--- config.mk ---
export PLATFORM = sky130hd
export DESIGN_NAME = source_text_tokenizer
export DESIGN_NICKNAME = d
export VERILOG_FILES = /design/src/stt_pkg.sv /design/src/stt_scan.sv /design/src/source_text_tokenizer.sv
export SDC_FILE = /design/constraint.sdc
export NUM_CORES = 2
export LEC_CHECK = 0
export ABC_CLOCK_PERIOD_IN_PS = 26600
export BUFFER_PORTS_ARGS = -buffer_cell sky130_fd_sc_hd__buf_2
export CAP_MARGIN = 10
export CORE_MARGIN = 2
export CORE_UTILIZATION = 60
export DETAILED_ROUTE_END_ITERATION = 7
export HOLD_SLACK_MARGIN = 0.06
export PLACE_DENSITY = 0.79
export SLEW_MARGIN = 20
export SYNTH_ARGS = -nofsm -noshare
export SYNTH_HDL_FRONTEND = slang
export SYNTH_HIERARCHICAL = 1
export SYNTH_SLANG_ARGS = --single-unit
--- constraint.sdc ---
create_clock -name clk -period 26.6 [get_ports clk]
set_input_delay 2.66 -clock clk [delete_from_list [all_inputs] [get_ports clk]]
set_output_delay 2.66 -clock clk [all_outputs]
set_load 0.02 [all_outputs]
--- src/stt_pkg.sv ---
// ----------------------------------------------------------------------------
// stt_pkg: shared types and constants of the source text tokenizer
// Scan modes, token kinds, error codes, transaction payloads, keyword table.
// ----------------------------------------------------------------------------
package stt_pkg;

  typedef enum logic [3:0] {
    M_IDLE, M_SYMBOL, M_SIGN_MINUS, M_SIGN_PLUS, M_INT, M_INTDOT, M_FRAC,
    M_BANG, M_LESS, M_GREATER, M_STRING, M_COMMENT
  } mode_t;

  localparam logic [5:0] K_LPAREN   = 6'd0;
  localparam logic [5:0] K_RPAREN   = 6'd1;
  localparam logic [5:0] K_LBRACKET = 6'd2;
  localparam logic [5:0] K_RBRACKET = 6'd3;
  localparam logic [5:0] K_LBRACE   = 6'd4;
  localparam logic [5:0] K_RBRACE   = 6'd5;
  localparam logic [5:0] K_COMMA    = 6'd6;
  localparam logic [5:0] K_DOT      = 6'd7;
  localparam logic [5:0] K_MINUS    = 6'd8;
  localparam logic [5:0] K_PLUS     = 6'd9;
  localparam logic [5:0] K_STAR     = 6'd10;
  localparam logic [5:0] K_BANG     = 6'd11;
  localparam logic [5:0] K_BANG_EQ  = 6'd12;
  localparam logic [5:0] K_LESS     = 6'd13;
  localparam logic [5:0] K_LESS_EQ  = 6'd14;
  localparam logic [5:0] K_GREATER  = 6'd15;
  localparam logic [5:0] K_GREATER_EQ = 6'd16;
  localparam logic [5:0] K_STRING   = 6'd17;
  localparam logic [5:0] K_INT      = 6'd18;
  localparam logic [5:0] K_FLOAT    = 6'd19;
  localparam logic [5:0] K_SYMBOL   = 6'd20;
  localparam logic [5:0] K_KEYWORD0 = 6'd21;
  localparam logic [5:0] K_EOF      = 6'd39;
  localparam logic [5:0] K_ERROR    = 6'd40;

  localparam logic [1:0] E_NONE     = 2'd0;
  localparam logic [1:0] E_UNEXPECTED = 2'd1;
  localparam logic [1:0] E_UNTERMINATED = 2'd2;
  localparam logic [1:0] E_OVERFLOW = 2'd3;

  localparam int NUM_KW = 18;

  localparam logic [63:0] KW_TEXT [NUM_KW] = '{
    "and", "class", "def", "defclass", "defn", "false", "for", "fn", "if",
    "let", "nil", "or", "print", "super", "this", "true", "var", "while"
  };
  localparam int KW_LEN [NUM_KW] = '{3, 5, 3, 8, 4, 5, 3, 2, 2, 3, 3, 2, 5, 5, 4, 4, 3, 5};

  typedef struct packed {
    logic [7:0] byte_value;
    logic       end_of_source;
  } in_item_t;

  typedef struct packed {
    logic [5:0]         token_kind;
    logic [31:0]        start_offset;
    logic [15:0]        token_length;
    logic [31:0]        line_number;
    logic signed [31:0] int_value;
    logic [1:0]         error_code;
    logic               last_of_run;
  } tok_t;

  typedef struct packed {
    logic [1:0]     count;
    tok_t [2:0]     item;
  } push_t;

  function automatic logic is_dig(input logic [7:0] c);
    return (c >= "0") && (c <= "9");
  endfunction

  function automatic logic is_alp(input logic [7:0] c);
    return ((c >= "a") && (c <= "z")) || ((c >= "A") && (c <= "Z")) || (c == "_");
  endfunction

  function automatic logic [5:0] kw_kind(input logic [63:0] pre, input logic [15:0] len);
    logic [5:0] k;
    logic       hit;
    int         idx;
    k = K_SYMBOL;
    for (int i = NUM_KW - 1; i >= 0; i--) begin
      hit = (len == 16'(KW_LEN[i]));
      for (int j = 0; j < 8; j++) begin
        idx = (j < KW_LEN[i]) ? (KW_LEN[i] - 1 - j) : 0;
        if ((j < KW_LEN[i]) && (pre[8*j +: 8] != KW_TEXT[i][8*idx +: 8])) begin
          hit = 1'b0;
        end
      end
      if (hit) begin
        k = K_KEYWORD0 + 6'(i);
      end
    end
    return k;
  endfunction

endpackage

--- src/stt_scan.sv ---
// ----------------------------------------------------------------------------
// stt_scan: tokenizer scan state and per-byte step
// Holds the scan state and turns one accepted byte into up to three tokens.
// ----------------------------------------------------------------------------
module stt_scan import stt_pkg::*; #(
  parameter int KEYWORD_CHARS = 8,
  parameter int POSITION_BITS = 32
) (
  input  logic     clk,
  input  logic     rst_n,
  input  logic     accept,
  input  in_item_t in_item,
  output push_t    push
);

  localparam int PB  = POSITION_BITS;
  localparam int KC  = KEYWORD_CHARS;
  localparam int KIB = $clog2(KC);

  mode_t                mode_r, mode_nxt;
  logic [PB-1:0]        ts_r, ts_nxt;
  logic [PB-1:0]        pos_r, pos_nxt;
  logic [31:0]          line_r, line_nxt;
  logic [31:0]          acc_r, acc_nxt;
  logic                 neg_r, neg_nxt;
  logic                 ovf_r, ovf_nxt;
  logic [KC-1:0][7:0]   pre_r, pre_nxt;
  logic [15:0]          len_r, len_nxt;

  tok_t [2:0]           res;
  logic [1:0]           n;

  function automatic logic [31:0] sat_off(input logic [PB-1:0] p);
    return (p > PB'(32'hFFFF_FFFF)) ? 32'hFFFF_FFFF : 32'(p);
  endfunction

  function automatic tok_t mk(input logic [5:0] k, input logic [PB-1:0] s,
                              input logic [15:0] l, input logic [31:0] v,
                              input logic [1:0] e);
    tok_t t;
    t.token_kind   = k;
    t.start_offset = sat_off(s);
    t.token_length = l;
    t.line_number  = 32'd0;
    t.int_value    = v;
    t.error_code   = e;
    t.last_of_run  = 1'b0;
    return t;
  endfunction

  always_comb begin
    logic [7:0]  c;
    logic [31:0] d;
    logic        again;
    logic [35:0] v;
    logic [35:0] lim;
    logic [31:0] ival;
    logic [15:0] len_inc;
    logic [PB-1:0] prev;
    c       = in_item.byte_value;
    d       = {28'd0, c[3:0]};
    again   = 1'b0;
    len_inc = (len_r != 16'hFFFF) ? len_r + 16'd1 : len_r;
    prev    = (pos_r == '0) ? '0 : pos_r - PB'(1);
    ival    = neg_r ? 32'(32'd0 - acc_r) : acc_r;
    lim     = neg_r ? 36'h0_8000_0000 : 36'h0_7FFF_FFFF;
    v       = {4'd0, acc_r} * 36'd10 + {4'd0, d};
    n       = 2'd0;
    res     = '0;
    mode_nxt = mode_r;
    ts_nxt   = ts_r;
    pos_nxt  = pos_r;
    line_nxt = line_r;
    acc_nxt  = acc_r;
    neg_nxt  = neg_r;
    ovf_nxt  = ovf_r;
    pre_nxt  = pre_r;
    len_nxt  = len_r;

    if (in_item.end_of_source) begin
      if (mode_r == M_STRING) begin
        res[n] = mk(K_ERROR, ts_r, len_r, 32'd0, E_UNTERMINATED);
        n = n + 2'd1;
      end
    end else begin
      unique case (mode_r)
        M_SYMBOL: begin
          if (is_alp(c) || is_dig(c)) begin
            if (len_r < 16'(KC)) begin
              pre_nxt[len_r[KIB-1:0]] = c;
            end
            len_nxt = len_inc;
          end else begin
            again = 1'b1;
          end
        end
        M_SIGN_MINUS, M_SIGN_PLUS: begin
          if (is_dig(c)) begin
            neg_nxt  = (mode_r == M_SIGN_MINUS);
            ovf_nxt  = 1'b0;
            acc_nxt  = d;
            mode_nxt = M_INT;
            len_nxt  = len_inc;
          end else begin
            again = 1'b1;
          end
        end
        M_INT: begin
          if (is_dig(c)) begin
            if (v > lim) begin
              acc_nxt = lim[31:0];
              ovf_nxt = 1'b1;
            end else begin
              acc_nxt = v[31:0];
            end
            len_nxt = len_inc;
          end else if (c == ".") begin
            mode_nxt = M_INTDOT;
            len_nxt  = len_inc;
          end else begin
            again = 1'b1;
          end
        end
        M_INTDOT, M_FRAC: begin
          if (is_dig(c)) begin
            mode_nxt = M_FRAC;
            len_nxt  = len_inc;
          end else begin
            again = 1'b1;
          end
        end
        M_BANG, M_LESS, M_GREATER: begin
          if (c == "=") begin
            res[n] = mk((mode_r == M_BANG) ? K_BANG_EQ :
                        (mode_r == M_LESS) ? K_LESS_EQ : K_GREATER_EQ,
                        ts_r, 16'd2, 32'd0, E_NONE);
            n = n + 2'd1;
            mode_nxt = M_IDLE;
          end else begin
            again = 1'b1;
          end
        end
        M_STRING: begin
          if (c == "\"") begin
            res[n] = mk(K_STRING, ts_r, len_r, 32'd0, E_NONE);
            n = n + 2'd1;
            mode_nxt = M_IDLE;
          end else begin
            if ((c == 8'h0A) && (line_r != 32'hFFFF_FFFF)) begin
              line_nxt = line_r + 32'd1;
            end
            len_nxt = len_inc;
          end
        end
        M_COMMENT: begin
          if (c == 8'h0A) begin
            mode_nxt = M_IDLE;
            again    = 1'b1;
          end
        end
        default: begin
          mode_nxt = M_IDLE;
          again    = 1'b1;
        end
      endcase
    end

    if (in_item.end_of_source || again) begin
      unique case (mode_r)
        M_SYMBOL: begin
          res[n] = mk(kw_kind(pre_r[7:0], len_r), ts_r, len_r, 32'd0, E_NONE);
          n = n + 2'd1;
        end
        M_SIGN_MINUS: begin
          res[n] = mk(K_MINUS, ts_r, 16'd1, 32'd0, E_NONE);
          n = n + 2'd1;
        end
        M_SIGN_PLUS: begin
          res[n] = mk(K_PLUS, ts_r, 16'd1, 32'd0, E_NONE);
          n = n + 2'd1;
        end
        M_INT: begin
          res[n] = mk(K_INT, ts_r, len_r, ival, ovf_r ? E_OVERFLOW : E_NONE);
          n = n + 2'd1;
        end
        M_INTDOT: begin
          res[n] = mk(K_INT, ts_r, len_r - 16'd1, ival, ovf_r ? E_OVERFLOW : E_NONE);
          n = n + 2'd1;
          res[n] = mk(K_DOT, prev, 16'd1, 32'd0, E_NONE);
          n = n + 2'd1;
        end
        M_FRAC: begin
          res[n] = mk(K_FLOAT, ts_r, len_r, 32'd0, E_NONE);
          n = n + 2'd1;
        end
        M_BANG: begin
          res[n] = mk(K_BANG, ts_r, 16'd1, 32'd0, E_NONE);
          n = n + 2'd1;
        end
        M_LESS: begin
          res[n] = mk(K_LESS, ts_r, 16'd1, 32'd0, E_NONE);
          n = n + 2'd1;
        end
        M_GREATER: begin
          res[n] = mk(K_GREATER, ts_r, 16'd1, 32'd0, E_NONE);
          n = n + 2'd1;
        end
        default: begin
        end
      endcase
      mode_nxt = M_IDLE;
    end

    if (in_item.end_of_source) begin
      res[n] = mk(K_EOF, pos_r, 16'd0, 32'd0, E_NONE);
      n = n + 2'd1;
      mode_nxt = M_IDLE;
      ts_nxt   = '0;
      pos_nxt  = '0;
      line_nxt = 32'd1;
      acc_nxt  = 32'd0;
      neg_nxt  = 1'b0;
      ovf_nxt  = 1'b0;
      pre_nxt  = '0;
      len_nxt  = 16'd0;
    end else begin
      if (again) begin
        priority case (1'b1)
          (c == "("): begin res[n] = mk(K_LPAREN, pos_r, 16'd1, 32'd0, E_NONE); n = n + 2'd1; end
          (c == ")"): begin res[n] = mk(K_RPAREN, pos_r, 16'd1, 32'd0, E_NONE); n = n + 2'd1; end
          (c == "["): begin res[n] = mk(K_LBRACKET, pos_r, 16'd1, 32'd0, E_NONE); n = n + 2'd1; end
          (c == "]"): begin res[n] = mk(K_RBRACKET, pos_r, 16'd1, 32'd0, E_NONE); n = n + 2'd1; end
          (c == "{"): begin res[n] = mk(K_LBRACE, pos_r, 16'd1, 32'd0, E_NONE); n = n + 2'd1; end
          (c == "}"): begin res[n] = mk(K_RBRACE, pos_r, 16'd1, 32'd0, E_NONE); n = n + 2'd1; end
          (c == ","): begin res[n] = mk(K_COMMA, pos_r, 16'd1, 32'd0, E_NONE); n = n + 2'd1; end
          (c == "."): begin res[n] = mk(K_DOT, pos_r, 16'd1, 32'd0, E_NONE); n = n + 2'd1; end
          (c == "*"): begin res[n] = mk(K_STAR, pos_r, 16'd1, 32'd0, E_NONE); n = n + 2'd1; end
          (c == "-"): begin mode_nxt = M_SIGN_MINUS; ts_nxt = pos_r; len_nxt = 16'd1; end
          (c == "+"): begin mode_nxt = M_SIGN_PLUS; ts_nxt = pos_r; len_nxt = 16'd1; end
          (c == "!"): begin mode_nxt = M_BANG; ts_nxt = pos_r; len_nxt = 16'd1; end
          (c == "<"): begin mode_nxt = M_LESS; ts_nxt = pos_r; len_nxt = 16'd1; end
          (c == ">"): begin mode_nxt = M_GREATER; ts_nxt = pos_r; len_nxt = 16'd1; end
          (c == ";"): begin mode_nxt = M_COMMENT; end
          (c == "\""): begin mode_nxt = M_STRING; ts_nxt = pos_r; len_nxt = 16'd0; end
          ((c == " ") || (c == 8'h0D) || (c == 8'h09)): begin end
          (c == 8'h0A): begin
            if (line_r != 32'hFFFF_FFFF) begin
              line_nxt = line_r + 32'd1;
            end
          end
          is_dig(c): begin
            mode_nxt = M_INT;
            ts_nxt   = pos_r;
            len_nxt  = 16'd1;
            acc_nxt  = d;
            neg_nxt  = 1'b0;
            ovf_nxt  = 1'b0;
          end
          is_alp(c): begin
            mode_nxt   = M_SYMBOL;
            ts_nxt     = pos_r;
            len_nxt    = 16'd1;
            pre_nxt    = '0;
            pre_nxt[0] = c;
          end
          default: begin
            res[n] = mk(K_ERROR, pos_r, 16'd1, 32'd0, E_UNEXPECTED);
            n = n + 2'd1;
          end
        endcase
      end
      if (pos_r != '1) begin
        pos_nxt = pos_r + PB'(1);
      end
    end

    for (int i = 0; i < 3; i++) begin
      res[i].line_number = line_r;
    end
    if (n != 2'd0) begin
      res[n - 2'd1].last_of_run = 1'b1;
    end
  end

  assign push.count = accept ? n : 2'd0;
  assign push.item  = res;

  always_ff @(posedge clk) begin
    if (!rst_n) begin
      mode_r <= M_IDLE;
      ts_r   <= '0;
      pos_r  <= '0;
      line_r <= 32'd1;
      acc_r  <= 32'd0;
      neg_r  <= 1'b0;
      ovf_r  <= 1'b0;
      pre_r  <= '0;
      len_r  <= 16'd0;
    end else if (accept) begin
      mode_r <= mode_nxt;
      ts_r   <= ts_nxt;
      pos_r  <= pos_nxt;
      line_r <= line_nxt;
      acc_r  <= acc_nxt;
      neg_r  <= neg_nxt;
      ovf_r  <= ovf_nxt;
      pre_r  <= pre_nxt;
      len_r  <= len_nxt;
    end
  end

endmodule

--- src/source_text_tokenizer.sv ---
// Queueing: a token is written into the registered result queue when the byte
// that completes it is accepted. Throughput: one byte per cycle while each byte
// yields at most one token and out_stall is low; in_stall is raised while the
// four-entry queue holds two or more tokens; it pops a token per unstalled cycle.
// Reset: synchronous, active low; scan state returns to idle, offset 0, line 1.
// ----------------------------------------------------------------------------
// source_text_tokenizer: streaming lexical tokenizer
// Scans one source byte per transaction and queues the resulting tokens.
// ----------------------------------------------------------------------------
module source_text_tokenizer import stt_pkg::*; #(
  parameter int KEYWORD_CHARS = 8,
  parameter int POSITION_BITS = 32
) (
  input  logic     clk,
  input  logic     rst_n,
  input  logic     in_valid,
  output logic     in_stall,
  input  in_item_t in_data,
  output logic     out_valid,
  input  logic     out_stall,
  output tok_t     out_data
);

  tok_t        q_r [4];
  logic [1:0]  wr_r, rd_r;
  logic [2:0]  cnt_r, cnt_nxt;
  logic        accept, pop;
  push_t       push;

  assign in_stall  = (cnt_r > 3'd1);
  assign accept    = in_valid && !in_stall;
  assign out_valid = (cnt_r != 3'd0);
  assign pop       = out_valid && !out_stall;
  assign out_data  = q_r[rd_r];
  assign cnt_nxt   = cnt_r + {1'b0, push.count} - {2'd0, pop};

  stt_scan #(
    .KEYWORD_CHARS(KEYWORD_CHARS),
    .POSITION_BITS(POSITION_BITS)
  ) u_scan (
    .clk     (clk),
    .rst_n   (rst_n),
    .accept  (accept),
    .in_item (in_data),
    .push    (push)
  );

  always_ff @(posedge clk) begin
    for (int i = 0; i < 3; i++) begin
      if (2'(i) < push.count) begin
        q_r[wr_r + 2'(i)] <= push.item[i];
      end
    end
  end

  always_ff @(posedge clk) begin
    if (!rst_n) begin
      wr_r  <= 2'd0;
      rd_r  <= 2'd0;
      cnt_r <= 3'd0;
    end else begin
      wr_r  <= wr_r + push.count;
      rd_r  <= rd_r + {1'b0, pop};
      cnt_r <= cnt_nxt;
    end
  end

endmodule

==> flow_summary.json <==
{
  "crit_chain": "buf_2 > o21a_1 > nand2b_1 > o21ai_1 > nand2_1 > nor2_1 > buf_4 > o21ai_0 > ha_1 > o22ai_1 > and2_1 > and3b_4 > buf_4 > nand2_1 > a31oi_1",
  "critical-path-max-stage-delay_ps": 1050,
  "placementRows": 103,
  "cp.arrival_ps": 9640,
  "drt_iter0_markers": 6286,
  "violations": "DRC",
  "min_period_ps": 9150,
  "drive_gt1_frac": 0.0936,
  "fin_hold_ws_ps": 483,
  "grt_pass1_wl_microns": 226000,
  "setup_tns_ps": 0,
  "fin_util": 0.632,
  "core_sq_um": 78700,
  "cts_setup_buffers": 0,
  "wl_per_cell_microns": 22.2,
  "cts_buffer_depth": 3,
  "clkTransAtPathRegs_ps": 60,
  "ys_warn_count": 6,
  "netlist_area_sq_um": 47500,
  "avgViaCountPerCell": 6.65,
  "synth_flop_cell": "edfxtp_1",
  "crit_path_end_kind": "flip-flop",
  "die_h_microns": 285,
  "finalMaxSlewViolations": 0,
  "layout.nets": 5555,
  "hold_end": "u_scan/pre_r[23]",
  "grt_start_max_net_pins": 243,
  "worstMarginPinSlew_ps": 1230,
  "synth_seq_cells": 705,
  "max_freq_mhz": 109,
  "finalSetupViolCount": 0,
  "cts_hold_buf": 0,
  "synthToLayoutAreaGrowth_pct": 4.81,
  "ff2ff_setup_slack_ps": 19120,
  "vias": 43556,
  "rsz0062_at_grt": "false",
  "die_w_microns": 285,
  "period_share": 0.344,
  "hold_path_class": "reg2reg",
  "p_leak_nw": 18.2,
  "cts-buffers-inserted": 77,
  "cts.sinks": 705,
  "cts_tree": "yes",
  "dpl.hpwl_microns": 88400,
  "ant_nets": 0,
  "synthCells": 5656,
  "first_global_vias": 40758,
  "cp.required_ps": 27080,
  "irDropWorstVdd_v": 0.0000597,
  "track_usage": 0.347,
  "crit_fanout": 75,
  "clock_latency_ps": 670,
  "power_density_nw_per_um2": 70.7,
  "route.detailed.drc": 1,
  "hold_viol_final": 0,
  "cts.repair.resized": 0,
  "fin_area_sq_um": 49800,
  "register_area_sq_um": 19000,
  "top_level_ports": 136,
  "worstSetupPathType": "in2reg",
  "slew_headroom": 0.178,
  "routed_wl_microns": 145000,
  "min_path_cells": 1,
  "synth_seq_area_share": 0.399,
  "worst-path-buf-inv": 3,
  "initial_utilization": 0.603,
  "dr.pass1.iters": 8,
  "outcome": "finished, violations left",
  "slowest_stage": "buf_4",
  "synth_area_per_cell_sq_um": 8.40,
  "critPathTopFamily": "simple AND/OR/NAND/NOR gates",
  "clock_skew_ps": 38.3,
  "rr_startpoint": "u_scan/mode_r[0]",
  "antenna_found_initial": 6,
  "cts_root_buf": "clkbuf_16",
  "port_buffers": 135,
  "r2r_cells": 15,
  "gp_congestion": 0.964,
  "grt_overflow": 0,
  "multi_input_area_sq_um": 25600,
  "power_mw": 3.52,
  "critPathLaunchType": "input port",
  "synth_cell_type_count": 108,
  "timing.rr.end": "q_r[2][100]",
  "synthArstFlopShare": 0,
  "synth-edff-count": 484,
  "worstHoldStart": "u_scan/pre_r[23]",
  "dpl_cell_area_sq_um": 47200,
  "cts_max_level": 3,
  "fp.dieArea_sq_um": 81500,
  "drv_cap": 0,
  "nFillCells": 6398
}
==> metal layers <==
layer,GRT usage,part of all wire,vias to the layer above,wire [microns]
met5,0.00988,0.0012,-,173
met4,0.171,0.047,12,6900
met3,0.0777,0.13,578,18500
met2,0.548,0.45,2872,65600
met1,0.452,0.37,20388,54100
li1,-,-,19706,-
==> through the flow <==
step | setup slack, ps | std cells
final | 17450 | 6546
after detailed placement | 17030 | 6398
after floorplan | 11140 | 5753
after global routing | 17180 | 6541
after CTS | 17690 | 6540
after global placement | 17190 | 6398
==> where the power goes <==
group	switching (mW)	internal [mW]	total [mW]
combinational	0.729	0.323	1.05
clock	0.471	0.597	1.07
sequential	0.0572	1.35	1.40
==> how the worst max path moves through the flow <==
stage                    start          end  cells after the start
floorplan           in_data[6]    q_r[2][0]                     16
global placement    in_data[5]   q_r[1][77]                     16
detailed placement  in_data[5]   q_r[1][61]                     16
global route        in_data[4]   q_r[3][66]                     15
CTS                 in_data[5]   q_r[1][61]                     16
finish              in_data[4]  q_r[2][100]                     15
==> Yosys cell counts, types with 20 or more instances <==
cell	count	area, sq um
nand2_1	1215	4560
o21a_1	20	150
and2_1	56	350
or3_1	34	213
a21oi_1	166	831
a22oi_1	116	871
mux4_2	121	2730
o21ai_0	203	1020
ha_1	111	1390
a22o_1	33	289
and3_1	37	231
buf_4	176	1320
o31ai_1	24	180
nor2_1	876	3290
nand2b_1	31	194
nor2b_1	23	144
a21o_1	31	233
xor2_1	64	561
nand3_1	75	375
xnor2_1	63	552
nor4_1	29	181
nand4_1	43	269
nor3_1	96	480
dfxtp_1	221	4420
edfxtp_1	484	14500
a31oi_1	505	3160
clkbuf_1	208	781
buf_2	176	881
inv_1	54	203
==> cell usage in the layout, fill, tap and decap left out, drive strengths merged, types with 63 or more instances in the layout <==
master,count
nand2,1215
nor2,876
a31oi,506
edfxtp,484
o21ai,231
dfxtp,221
buf,194
a21oi,169
mux4,121
a22oi,116
clkbuf,112
ha,111
conb,98
nor3,98
nand3,76
xor2,64
xnor2,63
==> sequential cells by signal, summed over array words and instances (netlist names) <==
| name | flops |
|---|---|
| u_scan/mode_r | 4 |
| wr_r | 2 |
| u_scan/acc_r | 32 |
| cnt_r | 3 |
| u_scan/len_r | 16 |
| u_scan/pos_r | 32 |
| u_scan/pre_r | 64 |
| u_scan/line_r | 32 |
| q_r | 484 |
| rd_r | 2 |
| u_scan/ovf_r | 1 |
| u_scan/neg_r | 1 |
| u_scan/ts_r | 32 |
==> logic make-up (layout without fill, tap and decap cells) <==
logic type	count (synthesis)	in the layout	share of synthesized area
flip-flops	705	705	0.399
other	1	103	0.0000789
AO/OA/AOI/OAI	1280	1280	0.174
XOR/XNOR	127	127	0.0234
AND/OR/NAND/NOR	2643	2643	0.241
buffers and inverters	658	396	0.0734
multiplexers	128	128	0.0588
adder cells (fa/ha/maj)	114	114	0.0305
==> worst reg2reg max path: stages (launching register included) <==
cell and delay [ps]:
dfxtp_1 860, nor2b_1 410, nand2_1 250, a21oi_1 250
o21ai_1 140, nand2_1 650, nor2_1 90, buf_4 230
o21ai_0 500, ha_1 340, o22ai_1 430, and2_1 840
and3b_4 840, buf_4 1060, nand2_1 200, a31oi_1 220
==> area by class of cell <==
type / count / area share
Clock buffer: 112 / 0.0438
Inverter: 60 / 0.00457
Timing Repair Buffer: 194 / 0.0234
Multi-Input combinational cell: 4390 / 0.515
Antenna cell: 5 / 0.000251
Tap cell: 1050 / 0.0264
Clock inverter: 30 / 0.00626
Sequential cell: 705 / 0.381
Note: power is estimated with default switching activity, not from simulation.
